`src/hw/rtl/emb_pkg.sv`:
```
// ----------------------------------------------------------------------------
// emb_pkg
// Shared types, constants and helper functions of the Even-Mansour block.
// ----------------------------------------------------------------------------
package emb_pkg;

	localparam int MAX_ROUNDS  = 8;
	localparam int BLOCK_WORDS = 16;
	localparam int WORD_BITS   = 64;
	localparam int ROT_BASE    = 41;

	localparam int IDX_W    = $clog2(BLOCK_WORDS);
	localparam int RND_W    = $clog2(MAX_ROUNDS + 1);
	localparam int RK_ROWS  = MAX_ROUNDS + 1;
	localparam int NUM_ROWS = RK_ROWS + 5;
	localparam int ROW_W    = $clog2(NUM_ROWS);
	localparam int ADDR_W   = ROW_W + IDX_W;
	localparam int MEM_DEPTH = NUM_ROWS * BLOCK_WORDS;

	localparam logic [ROW_W-1:0] ROW_BLK0 = ROW_W'(RK_ROWS);
	localparam logic [ROW_W-1:0] ROW_BLK1 = ROW_W'(RK_ROWS + 1);
	localparam logic [ROW_W-1:0] ROW_MKEY = ROW_W'(RK_ROWS + 2);
	localparam logic [ROW_W-1:0] ROW_WRK0 = ROW_W'(RK_ROWS + 3);
	localparam logic [ROW_W-1:0] ROW_WRK1 = ROW_W'(RK_ROWS + 4);

	localparam logic REQ_KEY   = 1'b0;
	localparam logic REQ_PLAIN = 1'b1;

	typedef logic [WORD_BITS-1:0] word_t;

	typedef struct packed {
		logic              act;
		logic              re_a;
		logic [ADDR_W-1:0] addr_a;
		logic              re_b;
		logic [ADDR_W-1:0] addr_b;
		logic              we;
		logic [ADDR_W-1:0] waddr;
		word_t             wdata;
	} mem_req_t;

	typedef struct packed {
		logic             start;
		logic             mixed;
		logic [ROW_W-1:0] src;
		logic [ROW_W-1:0] dst;
		word_t            k;
	} perm_cmd_t;

	typedef struct packed {
		logic  done;
		word_t k;
	} perm_sts_t;

	function automatic word_t rotl(input word_t x, input logic [5:0] n);
		logic [2*WORD_BITS-1:0] d;
		d = {x, x} << n;
		return d[2*WORD_BITS-1:WORD_BITS];
	endfunction

	function automatic word_t sext32(input word_t v);
		return {{32{v[31]}}, v[31:0]};
	endfunction

	function automatic logic [IDX_W-1:0] shuf_src(input logic [IDX_W-1:0] i);
		logic [IDX_W-1:0] s;
		case (i)
			4'd0:    s = 4'd11;
			4'd1:    s = 4'd5;
			4'd2:    s = 4'd4;
			4'd3:    s = 4'd15;
			4'd4:    s = 4'd12;
			4'd5:    s = 4'd6;
			4'd6:    s = 4'd9;
			4'd7:    s = 4'd0;
			4'd8:    s = 4'd13;
			4'd9:    s = 4'd3;
			4'd10:   s = 4'd14;
			4'd11:   s = 4'd8;
			4'd12:   s = 4'd1;
			4'd13:   s = 4'd10;
			4'd14:   s = 4'd2;
			default: s = 4'd7;
		endcase
		return s;
	endfunction

endpackage

```
`src/hw/rtl/emb_ctrl.sv`:
```
// ----------------------------------------------------------------------------
// emb_ctrl
// Sequencer: request intake, key schedule, round passes and result output.
// ----------------------------------------------------------------------------
module emb_ctrl (
	input  logic                     clk,
	input  logic                     arst_n,
	input  logic                     in_valid,
	output logic                     in_ready,
	input  logic                     req_type,
	input  logic [emb_pkg::IDX_W-1:0] word_index,
	input  emb_pkg::word_t           word,
	output logic                     out_valid,
	input  logic                     out_ready,
	output logic [emb_pkg::IDX_W-1:0] out_index,
	output emb_pkg::word_t           out_word,
	output logic                     last,
	output logic                     key_missing,
	input  logic [3:0]               round_count,
	input  emb_pkg::word_t           rd_a,
	input  emb_pkg::word_t           rd_b,
	input  emb_pkg::perm_sts_t       perm_sts,
	output emb_pkg::perm_cmd_t       perm_cmd,
	output emb_pkg::mem_req_t        req
);
	import emb_pkg::*;

	typedef enum logic [8:0] {
		C_IDLE = 9'b000000001,
		C_KX   = 9'b000000010,
		C_SPN  = 9'b000000100,
		C_SPM  = 9'b000001000,
		C_EX   = 9'b000010000,
		C_EP   = 9'b000100000,
		C_ORD  = 9'b001000000,
		C_OLD  = 9'b010000000,
		C_OWT  = 9'b100000000
	} ctrl_state_t;

	ctrl_state_t      state_q;
	logic [IDX_W:0]   x_q;
	word_t            acc_q;
	word_t            kx_q;
	logic [RND_W-1:0] rnd_q;
	logic [RND_W-1:0] nrnd_q;
	logic [RND_W-1:0] sched_q;
	logic             key_ready_q;
	logic             blk_q;
	logic [ROW_W-1:0] wcur_q;
	logic             started_q;
	logic [IDX_W-1:0] oi_q;

	logic             accept;
	logic [RND_W-1:0] n_sat;
	logic [ROW_W-1:0] blk_row;
	logic [ROW_W-1:0] blk_alt;
	logic [ROW_W-1:0] wrk_alt;
	logic [ROW_W-1:0] rk_row;
	logic [IDX_W:0]   x_m1;
	word_t            xv;
	word_t            acc_next;
	logic             pass_end;

	assign in_ready = (state_q == C_IDLE);
	assign accept   = in_valid && in_ready;
	assign blk_row  = blk_q ? ROW_BLK1 : ROW_BLK0;
	assign blk_alt  = blk_q ? ROW_BLK0 : ROW_BLK1;
	assign wrk_alt  = (wcur_q == ROW_WRK0) ? ROW_WRK1 : ROW_WRK0;
	assign rk_row   = ROW_W'(rnd_q);
	assign x_m1     = x_q - (IDX_W+1)'(1);
	assign xv       = (state_q == C_EX) ? (rd_a ^ rd_b) : rd_a;
	assign acc_next = acc_q ^ xv;
	assign pass_end = (x_q == (IDX_W+1)'(BLOCK_WORDS));

	always_comb begin
		if (round_count == 4'd0)
			n_sat = RND_W'(1);
		else if (RND_W'(round_count) > RND_W'(MAX_ROUNDS) || 32'(round_count) > MAX_ROUNDS)
			n_sat = RND_W'(MAX_ROUNDS);
		else
			n_sat = RND_W'(round_count);
	end

	always_comb begin
		perm_cmd       = '0;
		perm_cmd.start = ((state_q == C_SPN) || (state_q == C_SPM) || (state_q == C_EP))
			&& !started_q;
		perm_cmd.k     = kx_q;
		case (state_q)
			C_SPN: begin
				perm_cmd.src = wcur_q;
				perm_cmd.dst = wrk_alt;
			end
			C_SPM: begin
				perm_cmd.mixed = 1'b1;
				perm_cmd.src   = wcur_q;
				perm_cmd.dst   = rk_row;
			end
			C_EP: begin
				perm_cmd.src = blk_row;
				perm_cmd.dst = blk_alt;
			end
			default: ;
		endcase
	end

	always_comb begin
		req = '0;
		case (state_q)
			C_IDLE: begin
				if (accept) begin
					req.we    = 1'b1;
					req.waddr = {(req_type == REQ_PLAIN) ? blk_row : ROW_MKEY, word_index};
					req.wdata = word;
				end
			end
			C_KX, C_EX: begin
				if (!pass_end) begin
					req.re_a   = 1'b1;
					req.addr_a = {(state_q == C_EX) ? blk_row : ROW_MKEY, x_q[IDX_W-1:0]};
					req.re_b   = (state_q == C_EX);
					req.addr_b = {rk_row, x_q[IDX_W-1:0]};
				end
				if (state_q == C_EX && x_q != '0) begin
					req.we    = 1'b1;
					req.waddr = {blk_row, x_m1[IDX_W-1:0]};
					req.wdata = xv;
				end
			end
			C_ORD: begin
				req.re_a   = 1'b1;
				req.addr_a = {blk_row, oi_q};
			end
			default: ;
		endcase
	end

	always_ff @(posedge clk or negedge arst_n) begin
		if (!arst_n) begin
			state_q     <= C_IDLE;
			key_ready_q <= 1'b0;
			sched_q     <= RND_W'(1);
			blk_q       <= 1'b0;
			started_q   <= 1'b0;
			out_valid   <= 1'b0;
			x_q         <= '0;
			rnd_q       <= '0;
			oi_q        <= '0;
		end else begin
			if (perm_cmd.start)
				started_q <= 1'b1;
			case (state_q)
				C_IDLE: begin
					if (accept && word_index == IDX_W'(BLOCK_WORDS - 1)) begin
						x_q   <= '0;
						rnd_q <= '0;
						oi_q  <= '0;
						if (req_type == REQ_KEY)
							state_q <= C_KX;
						else if (key_ready_q)
							state_q <= C_EX;
						else
							state_q <= C_ORD;
					end
				end
				C_KX: begin
					x_q <= x_q + (IDX_W+1)'(1);
					if (pass_end)
						state_q <= C_SPN;
				end
				C_SPN: begin
					if (perm_sts.done) begin
						started_q <= 1'b0;
						state_q   <= C_SPM;
					end
				end
				C_SPM: begin
					if (perm_sts.done) begin
						started_q <= 1'b0;
						if (rnd_q == nrnd_q) begin
							key_ready_q <= 1'b1;
							sched_q     <= nrnd_q;
							state_q     <= C_IDLE;
						end else begin
							rnd_q   <= rnd_q + RND_W'(1);
							state_q <= C_SPN;
						end
					end
				end
				C_EX: begin
					x_q <= x_q + (IDX_W+1)'(1);
					if (pass_end)
						state_q <= (rnd_q == sched_q) ? C_ORD : C_EP;
				end
				C_EP: begin
					if (perm_sts.done) begin
						started_q <= 1'b0;
						blk_q     <= ~blk_q;
						rnd_q     <= rnd_q + RND_W'(1);
						x_q       <= '0;
						state_q   <= C_EX;
					end
				end
				C_ORD: state_q <= C_OLD;
				C_OLD: begin
					out_valid <= 1'b1;
					state_q   <= C_OWT;
				end
				C_OWT: begin
					if (out_ready) begin
						out_valid <= 1'b0;
						if (oi_q == IDX_W'(BLOCK_WORDS - 1))
							state_q <= C_IDLE;
						else begin
							oi_q    <= oi_q + IDX_W'(1);
							state_q <= C_ORD;
						end
					end
				end
				default: state_q <= C_IDLE;
			endcase
		end
	end

	always_ff @(posedge clk) begin
		case (state_q)
			C_IDLE: begin
				acc_q <= '0;
				if (accept)
					nrnd_q <= n_sat;
			end
			C_KX: begin
				if (x_q != '0)
					acc_q <= acc_next;
				if (pass_end) begin
					kx_q   <= acc_next;
					wcur_q <= ROW_MKEY;
				end
			end
			C_SPN: begin
				if (perm_sts.done) begin
					kx_q   <= sext32(perm_sts.k);
					wcur_q <= wrk_alt;
				end
			end
			C_EX: begin
				if (x_q != '0)
					acc_q <= acc_next;
				if (pass_end)
					kx_q <= acc_next;
			end
			C_EP: acc_q <= '0;
			C_OLD: begin
				out_word    <= rd_a;
				out_index   <= oi_q;
				last        <= (oi_q == IDX_W'(BLOCK_WORDS - 1));
				key_missing <= ~key_ready_q;
			end
			default: ;
		endcase
	end

	a_out_state: assert property (@(posedge clk) disable iff (!arst_n)
		out_valid |-> state_q == C_OWT)
		else $error("result shown outside output wait");
	a_in_out: assert property (@(posedge clk) disable iff (!arst_n)
		in_ready |-> !out_valid)
		else $error("intake open while a result is pending");
	a_sched_done: assert property (@(posedge clk) disable iff (!arst_n)
		(state_q == C_SPM && perm_sts.done && rnd_q == nrnd_q) |=> key_ready_q)
		else $error("schedule finished without marking key ready");

endmodule

```
`config.mk`:
```
export PLATFORM = sky130hd
export DESIGN_NAME = emb_ctrl
export DESIGN_NICKNAME = d
export VERILOG_FILES = /design/src/hw/rtl/emb_pkg.sv /design/src/hw/rtl/emb_ctrl.sv
export SDC_FILE = /design/constraint.sdc
export NUM_CORES = 1
export LEC_CHECK = 0
export BUFFER_PORTS_ARGS = -buffer_cell sky130_fd_sc_hd__buf_2
export CORE_ASPECT_RATIO = 1.5
export CORE_MARGIN = 2
export CORE_UTILIZATION = 30
export CTS_CLUSTER_SIZE = 28
export DETAILED_ROUTE_END_ITERATION = 10
export HOLD_SLACK_MARGIN = 0.08
export SETUP_SLACK_MARGIN = 0.05
export SLEW_MARGIN = 20
export SYNTH_ARGS = -nofsm -noshare
export SYNTH_HDL_FRONTEND = slang
export SYNTH_SLANG_ARGS = --single-unit
```
`constraint.sdc`:
```
create_clock -name clk -period 9.3 [get_ports clk]
set_input_delay 0.93 -clock clk [delete_from_list [all_inputs] [get_ports clk]]
set_output_delay 0.93 -clock clk [all_outputs]
set_load 0.02 [all_outputs]
```
==> results.py <==
metrics = {
    "floorplanning": {
        "die_width_microns": 170,
        "floorplan.rows": 91,
        "die_y_microns": 253,
        "dieArea_sq_um": 42900,
        "boundaryPins": 508,
        "coreArea_sq_um": 40900,
        "initial_core_util": 0.303,
    },
    "synth": {
        "syn_inst": 1160,
        "ys_seq_elements": 235,
        "synth-edff-count": 205,
        "async_flop_share": 0.128,
        "syn_area_sq_um": 12400,
        "avgSynthCellArea_sq_um": 10.7,
        "synth_flop_cell": "edfxtp_1",
        "ys_seq_area_frac": 0.558,
        "ys_warn_count": 0,
        "ys_types": 55,
    },
    "power": {
        "p_leak_nw": 6.71,
        "pwr-share-seq": 0.366,
        "p_switching_mw": 1.68,
        "clkPwrFrac": 0.244,
        "p_int_mw": 2.72,
        "swShare": 0.382,
        "ir_worst_vdd_uv": 224,
        "power_mw": 4.40,
        "combPwrFrac": 0.389,
        "power_density_nw_per_um2": 273,
    },
    "drt": {
        "wl_met3_microns": 2840,
        "top_layer_used": "met4",
        "ant_nets": 0,
        "vias": 10900,
        "drc_errors": 0,
        "wirelength_microns": 42500,
        "drtIter0Drc": 679,
        "wl_met2_microns": 21700,
        "wire_per_inst_microns": 19.9,
        "drt_pre_antenna_iters": 5,
        "wl_met1_microns": 16100,
        "vias_per_cell": 5.11,
    },
    "sta": {
        "setup_viol": 0,
        "fmax_ghz": 0.174,
        "slew_violations": 0,
        "period_needed_ns": 5.74,
        "setup_slack_ns": 3.56,
        "whs_ns": 0.439,
        "worstMarginPinSlew_ns": 1.12,
        "fin_skew_ns": 0.0152,
        "setup-tns-final_ns": 0,
        "grt_setup_unrepaired": "false",
        "finalHoldViolations": 0,
        "relSlewSlack": 0.253,
        "period_share": 0.617,
    },
    "clocking": {
        "clkTransAtPathRegs_ns": 0.07,
        "ctsHoldBuffers": 0,
        "cts_num_sinks": 235,
        "clockBufferDepth": 3,
        "post_cts_resized": 0,
        "cts_buffers": 26,
        "root_buffer": "clkbuf_16",
        "htreeDepth": 1,
        "postCtsSetupBuffers": 0,
        "clk_latency_ns": 0.55,
        "cts_tree": "yes",
    },
    "global_routing": {
        "grt_usage": 0.186,
        "grt_max_degree": 71,
        "grt_pass1_vias": 10500,
        "grt_pass1_wl_microns": 61600,
        "antenna_found_initial": 5,
        "grt-ovfl-total": 0,
    },
    "placement": {
        "hpwlAfterDp_microns": 30400,
        "dpl.cell_count": 2088,
        "place_congestion": 0.869,
        "dp_slack_ns": 4.17,
        "portBuffers": 472,
    },
    "worst_setup_path": {
        "cpMostUsedCell": "buf_4",
        "crit_path_end_kind": "primary output",
        "rrSetupSlack_ns": 4.58,
        "start_kind": "flip-flop",
        "worstPathRequired_ns": 8.37,
        "path_max_fanout": 62,
        "cpPeakStageDelay_ns": 0.82,
        "slowest_stage": "nor3_2",
        "critical_path_arrival_ns": 4.81,
        "worstPathCellList": "nor3_2 -> and3_4 -> buf_4 -> nand2b_2 -> buf_4 -> o21ai_0 -> buf_2",
        "path_class": "reg2out",
    },
    "layout": {
        "syn_to_final_growth_pct": 30.2,
        "instances_no_fill": 2139,
        "drive_gt1_frac": 0.340,
        "nNetsFinal": 1881,
    },
    "flow_run": {
        "maxCapViolations": 0,
    },
    "run_status": {
        "outcome": "completed",
    },
    "min_path": {
        "hold_class": "in2async",
    },
}
==> final timing paths <==
path | from | to | cells after the start
worst max-delay path | state_q[7] | req[7] | 7
worst min-delay path | arst_n | async pin | 1
worst max register to register | state_q[7] | kx_q[57] | 7
worst min register to register | out_valid | out_valid | 1
max in group asynchronous | arst_n | sched_q[2] | 1
min in group clk | out_valid | out_valid | 1
==> routing by layer <==
metal  GRT usage  vias to the layer above
met2       0.336                      470
li1            -                     5076
met3      0.0287                       92
met4      0.0899                        0
met1       0.214                     5293
met5           0                        -
==> layout make-up <==
cell class | count | area, sq um
diodes | 4 | 10.0
clock buffers | 36 | 729
clock inverters | 10 | 138
fillers | 4064 | 24800
inverters | 13 | 48.8
multi-input cells | 847 | 5170
flip-flops and latches | 235 | 6910
well taps | 511 | 639
repair buffers | 483 | 2460
==> registers in the layout, indices dropped and copies added, names as in the netlist, named ones only <==
register	cells
acc_q	64
kx_q	64
out_word	64
state_q	9
x_q	5
nrnd_q	4
oi_q	4
out_index	4
rk_row	4
sched_q	4
wcur_q	3
blk_q	1
key_missing	1
key_ready_q	1
last	1
out_valid	1
==> synthesized netlist by cell type (8+ instances only) <==
master	instances	area, sq um
xor2_1	42	368
clkbuf_1	37	139
nand2_1	125	469
nor2_1	87	327
and3_1	36	225
nand3_1	13	65.1
o21a_1	34	255
buf_4	12	90.1
dfrtp_1	28	701
nor3_1	76	380
inv_1	11	41.3
a21oi_1	70	350
a21o_1	8	60.1
o21ai_0	113	566
edfxtp_1	205	6160
buf_2	18	90.1
o22ai_1	37	231
xnor2_1	129	1130
==> power groups by stage <==
stage	Sequential, mW	Combinational [mW]	Clock [mW]
global route	1.63	1.88	1.13
global placement	1.62	1.66	0
floorplan	1.65	1.19	0
detailed placement	1.63	1.71	0
finish	1.61	1.71	1.07
CTS	1.61	1.73	1.10
==> kinds of logic (layout without fill, tap and decap cells) <==
family,Yosys count,in the layout,synth area share
buffers and inverters,80,542,0.0297
other,1,7,0.000303
muxes,6,6,0.00536
and+or+nand+nor,375,375,0.145
xor gates and xnor gates,171,171,0.121
DFF,235,235,0.558
adders and majority gates,5,5,0.00506
AOI/OAI and AO/OA,287,287,0.135
==> cell usage in the layout, fill, tap and decap left out, types with 3 or more instances in the layout <==
cell type and n:
xnor2_1 129, edfxtp_1 205, and2_1 5, clkinv_1 3, o22ai_1 37, a21o_1 8
nor2b_1 6, clkbuf_16 27, xor2_1 42, ha_1 5, and3_1 35, nor3_1 76
inv_1 11, a22o_1 4, o21ai_0 112, o21ai_1 4, nand2_1 123, dfrtp_1 28
or2_2 3, conb_1 3, clkbuf_1 7, buf_2 472, o21a_1 34, nor2_1 86
mux2_2 5, diode_2 4, buf_4 10, bufinv_16 3, nand3_1 12, a21oi_1 69
==> critical path, delay by kind of cell, from the launching register on <==
family / cells / cell delay [ns]
buf+inv: 3 / 1.25
compound gates: 1 / 0.38
simple gates: 3 / 2.00
flops: 1 / 0.45
==> stage by stage <==
stage	utilization	cell area, sq um
after floorplan	-	12400
after global placement	0.372	15200
after detailed placement	0.372	15200
after CTS	0.393	16100
after global routing	0.394	16100
final	0.394	16100
(Power assumes the default switching activity.)
